===== config.mk =====
export PLATFORM = sky130hd
export DESIGN_NAME = two_dimensional_parity_corrector
export DESIGN_NICKNAME = d
export VERILOG_FILES = /design/src/design/tdpc_pkg.sv /design/src/design/two_dimensional_parity_corrector.sv
export SDC_FILE = /design/constraint.sdc
export NUM_CORES = 1
export LEC_CHECK = 0
export BUFFER_PORTS_ARGS = -buffer_cell sky130_fd_sc_hd__buf_2
export CAP_MARGIN = 20
export CORE_ASPECT_RATIO = 0.8
export CORE_UTILIZATION = 60
export CTS_CLUSTER_SIZE = 25
export DETAILED_ROUTE_END_ITERATION = 8
export GPL_ROUTABILITY_DRIVEN = 0
export PLACE_DENSITY = 0.87
export SYNTH_ARGS = -nofsm -noshare
export SYNTH_HDL_FRONTEND = slang
export SYNTH_SLANG_ARGS = --single-unit

===== constraint.sdc =====
create_clock -name clock -period 6.35 [get_ports clock]
set_input_delay 1.27 -clock clock [delete_from_list [all_inputs] [get_ports clock]]
set_output_delay 1.27 -clock clock [all_outputs]
set_load 0.01 [all_outputs]

===== src/design/tdpc_pkg.sv =====
// ----------------------------------------------------------------------------
// tdpc_pkg
// Types and status codes of the two-dimensional parity corrector.
// ----------------------------------------------------------------------------
package tdpc_pkg;

   localparam int BYTE_W = 8;
   localparam int COL_W  = 3;
   localparam int ROW_W  = 6;

   typedef logic [1:0] status_type;

   localparam status_type STATUS_CLEAN        = 2'd0;
   localparam status_type STATUS_CORRECTED    = 2'd1;
   localparam status_type STATUS_UNRESOLVABLE = 2'd2;
   localparam status_type STATUS_NO_ROWS      = 2'd3;

endpackage


===== src/design/two_dimensional_parity_corrector.sv =====
// ----------------------------------------------------------------------------
// two_dimensional_parity_corrector
// Receiver of a two-dimensional even-parity code: stores rows, checks row
// parity, builds column parity, corrects a single located bit and replays
// the stored rows with a status on every check item.
// ----------------------------------------------------------------------------
//
//   channel  | dir | handshake          | beat carries
//   ---------+-----+--------------------+-----------------------------------------
//   req_     | in  | req_valid/ready    | is_check_row, data_byte, row_parity,
//            |     |                    | column_parity
//   rsp_     | out | rsp_valid/ready    | out_byte, status, error_row,
//            |     |                    | error_column, last
//
// Sequencing: data beats are taken back to back while the sequencer is idle.
//   A check beat starts a replay of one memory read (ST_READ) and then the
//   result beat (ST_SEND) per stored row, set by the single read port of
//   the row store; a check with no rows goes straight to its one beat.
// Reset: clears the run counters and the sequencer; the row store is not
//   cleared, since a replay only reads rows written in the same run.
// Stalls: a low rsp_ready holds the current result beat; req_ready stays
//   low from the accepted check beat until the last result beat is taken.
// ----------------------------------------------------------------------------
module two_dimensional_parity_corrector
   import tdpc_pkg::*;
#(
   parameter int MAX_ROWS = 64
) (
   input  logic              clock,
   input  logic              reset,

   input  logic              req_valid,
   output logic              req_ready,
   input  logic              req_is_check_row,
   input  logic [BYTE_W-1:0] req_data_byte,
   input  logic              req_row_parity,
   input  logic [BYTE_W-1:0] req_column_parity,

   output logic              rsp_valid,
   input  logic              rsp_ready,
   output logic [BYTE_W-1:0] rsp_out_byte,
   output status_type        rsp_status,
   output logic [ROW_W-1:0]  rsp_error_row,
   output logic [COL_W-1:0]  rsp_error_column,
   output logic              rsp_last
);

   localparam int ADDR_W = (MAX_ROWS > 1) ? $clog2(MAX_ROWS) : 1;
   localparam int CNT_W  = $clog2(MAX_ROWS + 1);

   // sequencer codes
   localparam logic [1:0] ST_IDLE = 2'd0;   // take data and check beats
   localparam logic [1:0] ST_READ = 2'd1;   // read the next stored row
   localparam logic [1:0] ST_SEND = 2'd2;   // offer the result beat

   logic [1:0]        state_ff, state_in;
   logic [CNT_W-1:0]  rows_held_ff, rows_held_in;
   logic [BYTE_W-1:0] col_sum_ff, col_sum_in;
   logic              row_seen_ff, row_seen_in;
   logic [ADDR_W-1:0] mismatch_row_ff, mismatch_row_in;
   logic [ADDR_W-1:0] idx_ff, idx_in;
   logic [ADDR_W-1:0] last_idx_ff, last_idx_in;
   status_type        status_ff, status_in;
   logic [ADDR_W-1:0] err_row_ff, err_row_in;
   logic [COL_W-1:0]  err_col_ff, err_col_in;

   // row store: one write port for arriving rows, one registered read port
   logic [BYTE_W-1:0] row_store [MAX_ROWS];
   logic [BYTE_W-1:0] rd_data_ff;

   logic              req_fire;
   logic              row_write;
   logic [BYTE_W-1:0] col_diff;
   logic              col_seen;
   logic [COL_W-1:0]  col_calc;
   logic [BYTE_W-1:0] fix_mask;

   assign req_ready = (state_ff == ST_IDLE);
   assign req_fire  = req_valid && req_ready;
   // rows past the limit are dropped without trace
   assign row_write = req_fire && !req_is_check_row && (rows_held_ff != CNT_W'(MAX_ROWS));

   // Column syndrome: the highest mismatching column is the lowest set bit.
   always_comb begin
      col_diff = col_sum_ff ^ req_column_parity;
      col_seen = |col_diff;
      col_calc = '0;
      for (int b = BYTE_W - 1; b >= 0; b--) begin
         if (col_diff[b]) begin
            col_calc = COL_W'(BYTE_W - 1 - b);
         end
      end
   end

   always_comb begin
      state_in        = state_ff;
      rows_held_in    = rows_held_ff;
      col_sum_in      = col_sum_ff;
      row_seen_in     = row_seen_ff;
      mismatch_row_in = mismatch_row_ff;
      idx_in          = idx_ff;
      last_idx_in     = last_idx_ff;
      status_in       = status_ff;
      err_row_in      = err_row_ff;
      err_col_in      = err_col_ff;

      unique case (state_ff)
         ST_IDLE: begin
            if (row_write) begin
               // accumulate column parity and remember the last bad row
               col_sum_in   = col_sum_ff ^ req_data_byte;
               rows_held_in = rows_held_ff + CNT_W'(1);
               if ((^req_data_byte) != req_row_parity) begin
                  row_seen_in     = 1'b1;
                  mismatch_row_in = rows_held_ff[ADDR_W-1:0];
               end
            end else if (req_fire && req_is_check_row) begin
               idx_in = '0;
               if (rows_held_ff == '0) begin
                  status_in   = STATUS_NO_ROWS;
                  err_row_in  = '0;
                  err_col_in  = '0;
                  last_idx_in = '0;
                  state_in    = ST_SEND;
               end else begin
                  err_row_in  = row_seen_ff ? mismatch_row_ff : '0;
                  err_col_in  = col_calc;
                  last_idx_in = ADDR_W'(rows_held_ff - CNT_W'(1));
                  if (row_seen_ff && col_seen) begin
                     status_in = STATUS_CORRECTED;
                  end else if (!row_seen_ff && !col_seen) begin
                     status_in = STATUS_CLEAN;
                  end else begin
                     status_in = STATUS_UNRESOLVABLE;
                  end
                  state_in = ST_READ;
               end
               // start a fresh run
               rows_held_in    = '0;
               col_sum_in      = '0;
               row_seen_in     = 1'b0;
               mismatch_row_in = '0;
            end
         end
         ST_READ: begin
            state_in = ST_SEND;
         end
         ST_SEND: begin
            if (rsp_ready) begin
               if (idx_ff == last_idx_ff) begin
                  state_in = ST_IDLE;
               end else begin
                  idx_in   = idx_ff + ADDR_W'(1);
                  state_in = ST_READ;
               end
            end
         end
         default: begin
            state_in = ST_IDLE;
         end
      endcase
   end

   always_ff @(posedge clock) begin
      if (reset) begin
         state_ff        <= ST_IDLE;
         rows_held_ff    <= '0;
         col_sum_ff      <= '0;
         row_seen_ff     <= 1'b0;
         mismatch_row_ff <= '0;
         idx_ff          <= '0;
         last_idx_ff     <= '0;
         status_ff       <= STATUS_CLEAN;
         err_row_ff      <= '0;
         err_col_ff      <= '0;
      end else begin
         state_ff        <= state_in;
         rows_held_ff    <= rows_held_in;
         col_sum_ff      <= col_sum_in;
         row_seen_ff     <= row_seen_in;
         mismatch_row_ff <= mismatch_row_in;
         idx_ff          <= idx_in;
         last_idx_ff     <= last_idx_in;
         status_ff       <= status_in;
         err_row_ff      <= err_row_in;
         err_col_ff      <= err_col_in;
      end
   end

   // Store arriving rows; read the replay row every cycle (stable in SEND,
   // since nothing is written until the replay ends).
   always_ff @(posedge clock) begin
      if (row_write) begin
         row_store[rows_held_ff[ADDR_W-1:0]] <= req_data_byte;
      end
      rd_data_ff <= row_store[idx_ff];
   end

   // Flip the located bit on the fly as its row goes out.
   assign fix_mask = ((status_ff == STATUS_CORRECTED) && (idx_ff == err_row_ff))
                     ? (BYTE_W'(8'h80) >> err_col_ff) : '0;

   assign rsp_valid        = (state_ff == ST_SEND);
   assign rsp_out_byte     = (status_ff == STATUS_NO_ROWS) ? '0 : (rd_data_ff ^ fix_mask);
   assign rsp_status       = status_ff;
   assign rsp_error_row    = ROW_W'(err_row_ff);
   assign rsp_error_column = err_col_ff;
   assign rsp_last         = (idx_ff == last_idx_ff);

endmodule


Yosys cells after proc, flatten, opt, wreduce, memory -nomap -nowiden
Memory sizes are Yosys's and may differ from the RTL's. A register that Yosys moved wholly into a read port is not among the register bits. Cells that the tools add are included.

Add/subtract/negate cells: 3. Equal/unequal tests: 13. Shifts and indexed selects: 1. Muxes and demuxes: 38. Bitwise logic cells: 4. Reductions and logical operators: 21.

Operators by type and width (count): 2-to-1 mux 6 bit (9); 2-to-1 mux 8 bit (4); XOR 8 bit (3); 2-to-1 mux 3 bit (7); 2-to-1 mux 2 bit (7); 2-to-1 mux 7 bit (2); == test 6 bit (2); case mux 6 bit (2 select lines) (1); AND reduction 3 bit (3); OR reduction 8 bit (1); XOR reduction 8 bit (1); >> shifter 8 x 3 -> 8 bit (first input constant) (1); adder 7 x 1 -> 7 bit (second input constant) (1); logical AND 1 bit (7); logical NOT 7 bit (1); 2-to-1 mux 1 bit (7); inequality test 7 bit (second input constant) (1); adder 6 x 1 -> 6 bit (second input constant) (1); inequality test 2 x 1 -> 1 bit (second input constant) (3); case mux 2 bit (3 select lines) (1); subtractor 6 x 1 -> 6 bit (second input constant) (1); AND reduction 5 bit (1); == test 2 x 1 -> 1 bit (second input constant) (2); == test 2 bit (second input constant) (2); 7 further kinds (11).

Register bits after elaboration: 47. Bits in writable memories: 512. Bits of input ports: 22. Output and inout bits: 22. Logic and storage cells: 91. Memories kept: 1.

Memories: row_store (depth 64, width 8, read ports 1, clocked after memory_dff 1, wr ports 1, line two_dimensional_parity_corrector.sv:68) `logic [BYTE_W-1:0] row_store [MAX_ROWS];`.

Depth between registers and ports, before layout
Depth in word-level cells: 9. Mapped depth: 9.

Worst setup path before layout
No wires, ideal clock.

Path kind: input to register. From: input req_valid. To: memory row_store[57][0], enable pin. Data arrival time: 2.836 ns. Data required time: 5.979 ns. Path slack: 3.144 ns. Stages on the path: 5. Path buffers: 0. Path through: or3b_1 -> a311o_1 -> nor2_1 -> nand3_1 -> nor2_1.

Longest elaborated chain between the ends: 5.

Ends and longest elaborated chain: start: declaration (line two_dimensional_parity_corrector.sv:32) `input logic req_valid,`; logical AND 1 bit (line two_dimensional_parity_corrector.sv:79) `assign req_fire = req_valid && req_ready;`; logical AND 1 bit (2 in a row) (line two_dimensional_parity_corrector.sv:81) `assign row_write = req_fire && !req_is_check_row && (rows_held_ff != CNT_W'(MAX_ROWS));`; 2-to-1 mux 1 bit (line two_dimensional_parity_corrector.sv:193) `if (row_write) begin`; 2-to-1 mux 1 bit (not written as such) (line two_dimensional_parity_corrector.sv:194) `row_store[rows_held_ff[ADDR_W-1:0]] <= req_data_byte;`; end: declaration (line two_dimensional_parity_corrector.sv:68).

No other way between the ends.

Worst setup path after layout
From: register idx_ff[1]. To: output rsp_out_byte[1].

Longest elaborated chain between the ends: 5.

Ends and longest elaborated chain: start: declaration (line two_dimensional_parity_corrector.sv:61) `logic [ADDR_W-1:0] idx_ff, idx_in;`; start signal: assignment (line two_dimensional_parity_corrector.sv:182) `idx_ff <= idx_in;`; == test 6 bit (line two_dimensional_parity_corrector.sv:200) `assign fix_mask = ((status_ff == STATUS_CORRECTED) && (idx_ff == err_row_ff))`; logical AND 1 bit (line two_dimensional_parity_corrector.sv:200); 2-to-1 mux 8 bit (line two_dimensional_parity_corrector.sv:201) `? (BYTE_W'(8'h80) >> err_col_ff) : '0;`; XOR 8 bit (line two_dimensional_parity_corrector.sv:204) `assign rsp_out_byte = (status_ff == STATUS_NO_ROWS) ? '0 : (rd_data_ff ^ fix_mask);`; 2-to-1 mux 8 bit (line two_dimensional_parity_corrector.sv:204); end: declaration (line two_dimensional_parity_corrector.sv:41) `output logic [BYTE_W-1:0] rsp_out_byte,`.

No other way between the ends.

==> results.ini <==
[synthesis]
synth-seq-cells=567
yosys-mux-area-fraction_pct=13.3
synth_compound_area_share_pct=5.00
synth_top_family_by_area=multiplexers
ys.flop_type=edfxtp_1
synthAdderAreaFrac_pct=0.275
ys_seq_area_share_pct=72.3
syn_area_per_cell_um2=17.9
synth.net_count=1301
synth_area_um2=22800
yosys_warnings=0
syn_inst=1274
synthXorXnorAreaFrac_pct=2.09
synth_cell_types=68
async_flop_share_pct=0
synthSimpleGateAreaFrac_pct=4.82
synth_edf_count=512

[timing]
maxSlewHeadroom_pct=24.9
finalSetupViolations=0
post-route-period-util_pct=64.7
fin_skew_ns=0.0334
drv_slew=0
grt_setup_unrepaired=false
fin_hold_ws_ns=0.480
worstMarginPinSlew_ns=1.12
hold_viol_final=0
min_period_ns=4.11
timing.setup.tns_ns=0
max_freq_mhz=243

[clock_tree]
cts_hold_buf=0
cts_setup_buffers=0
cts.htree.levels=2
clock-sinks=567
cts_inserted_buffers=50
cts_tree=built
clk_latency_ns=0.59
clk_pin_slew_ns=0.07
cts_root_buf=clkbuf_16
cts_resized=0
clock_path_buffers=3

[cells_and_area]
fin_nets=1345
drive_gt1_share_pct=17.8
diodes=0
area_growth_syn_to_layout_pct=9.29
final_common_cell=edfxtp_1
stdcell_count=1846
final_cell_mix=edfxtp_1, nor2_1, mux4_2, mux2i_1, clkbuf_16
stdcell_area_um2=24900
fin_util_pct=66.9

[floorplan]
start_util_pct=61.2
io_pins=44
die_area_um2=38800
core_um2=37200
rows=63
die_w_um=220
fp.dieH_um=176

[drt]
drtIter0Drc=1997
vias=12900
routedWlPerCell_um=30.8
ant_nets=0
routed_wirelength_um=56900
drc=4
drt_first_pass_iters=8
vias_per_cell=6.98

[worst_setup_path]
reg2reg_to=row_store[42][2]$_DFFE_PP_
crit_path_max_fanout=45
reg2reg_from=rows_held_ff[0]$_SDFFE_PP0P_
max_stage_delay_ns=0.85
cp.required_ns=5.08
reg2reg_slack_ns=2.63
end_kind=primary output
setup.worst_path.class=flip-flop to primary output
crit_family=flip-flops
worst-path-buf-inv=1
cp_cell_sequence=xnor2_1, nand4_1, nor4_1, xnor2_1, nor2_1, buf_2
slowest_stage=dfxtp_4
crit_top_cell=xnor2_1
reg2reg_depth=7
arrival_ns=2.84
start_kind=flip-flop

[grt]
grt_pass1_vias=12400
antenna_found_initial=0
globalRouteTotalUtil_pct=29.8
grt_max_degree=96
grt_pass1_wl_um=81700
grt_overflow_total=0

[worst_hold_path]
min_from=last_idx_ff[5]$_SDFFE_PP0P_
worstHoldEndpoint=last_idx_ff[5]$_SDFFE_PP0P_
holdPathStages=2
hold_class=flip-flop to flip-flop

[power]
p_leak_uw=0.00764
power_density_nw_per_um2=292
ir_drop_v=0.000264

[placed_design]
postPlaceCellArea_um2=23300
dpl.cell_count=1752
hpwl_um=34000
port_buffers=43

[run_status]
status=finished, violations left
failed_checks=design-rule violations

[flow_run]
drv_cap=0

-- registers in the layout, indices dropped and copies added (netlist names) --
register	count
rd_data_ff	8
row_seen_ff	1
col_sum_ff	8
last_idx_ff	6
rsp_status	2
rows_held_ff	7
row_store	512
idx_ff	6
mismatch_row_ff	6
state_ff	2
rsp_error_column	3
rsp_error_row	6
-- worst min-delay path: stages, from the launching register on --
cell and delay [ns]:
dfxtp_1 0.32, nand2_1 0.05, o21ai_0 0.06
-- layout make-up --
class                      instances  area (um2)
timing repair buffer              62         383
clock inverter                    26         151
multi-input combinational        627        5800
clock buffer                      67        1430
sequential                       567       16500
tap                              487         609
fill                            2312       12300
inverter                          10        37.5
-- kinds of logic after synthesis --
| family | Yosys count |
|---|---|
| buffers and inverters | 80 |
| multiplexers | 183 |
| flip-flops | 567 |
| XOR/XNOR | 52 |
| adder cells (fa/ha/maj) | 5 |
| AO/OA/AOI/OAI | 149 |
| AND/OR/NAND/NOR | 238 |
-- where the power goes --
part / total, uW / switching (uW) / internal (uW)
logic: 221 / 157 / 64.6
clock network: 2960 / 1340 / 1620
registers: 4090 / 16.2 / 4080
-- worst max path at each step --
stage               slack [ns]  depth (start not counted)                    from                          to
global route              2.11                          6  idx_ff[1]$_SDFFE_PP0P_             rsp_out_byte[4]
global placement          2.25                          6               req_valid  row_store[50][6]$_DFFE_PP_
CTS                       2.20                          6  idx_ff[1]$_SDFFE_PP0P_             rsp_out_byte[5]
detailed placement        2.10                          6               req_valid  row_store[42][0]$_DFFE_PP_
finish                    2.24                          6  idx_ff[1]$_SDFFE_PP0P_             rsp_out_byte[1]
floorplan                 3.14                          5               req_valid  row_store[57][0]$_DFFE_PP_
-- stage by stage --
stage,total power [uW],setup WS (ns)
final,7270,2.24
after CTS,7270,2.20
after global placement,4380,2.25
after detailed placement,4390,2.10
after global routing,7410,2.11
after floorplan,4270,3.14
-- cells in the mapped netlist (5+ instances only) --
library cell | number | area share (%)
edfxtp_1 | 512 | 67
nor2_1 | 115 | 1.9
mux4_2 | 87 | 8.6
mux2i_1 | 84 | 3.7
dfxtp_1 | 55 | 4.8
nand2_1 | 43 | 0.71
xnor2_1 | 31 | 1.2
clkbuf_1 | 26 | 0.43
a21oi_1 | 20 | 0.44
xor2_1 | 19 | 0.73
nand3_1 | 16 | 0.35
buf_2 | 15 | 0.33
o22ai_1 | 15 | 0.41
o21ai_0 | 14 | 0.31
a221oi_1 | 13 | 0.50
o221ai_1 | 12 | 0.46
a22o_1 | 11 | 0.42
inv_1 | 10 | 0.16
nor3_1 | 10 | 0.22
a211oi_1 | 9 | 0.30
buf_6 | 9 | 0.44
a2111oi_0 | 8 | 0.31
nor2b_1 | 8 | 0.22
buf_1 | 7 | 0.12
buf_4 | 7 | 0.23
nand2b_1 | 7 | 0.19
nor4_1 | 7 | 0.19
mux2_2 | 6 | 0.30
mux4_1 | 6 | 0.69
nand4_1 | 6 | 0.16
o21ai_1 | 6 | 0.13
a22oi_1 | 5 | 0.16
and4_1 | 5 | 0.19
buf_12 | 5 | 0.44
ha_1 | 5 | 0.27
-- layer usage --
metal / global-route usage (%) / vias up / wire length [um]
met1: 41.3 / 6354 / 20300
met2: 45.4 / 1169 / 26100
met3: 8.89 / 177 / 8430
met5: 0 / - / 0
li1: - / 5193 / -
met4: 10.4 / 0 / 2110
No activity file was read; power rests on OpenSTA's default activity.
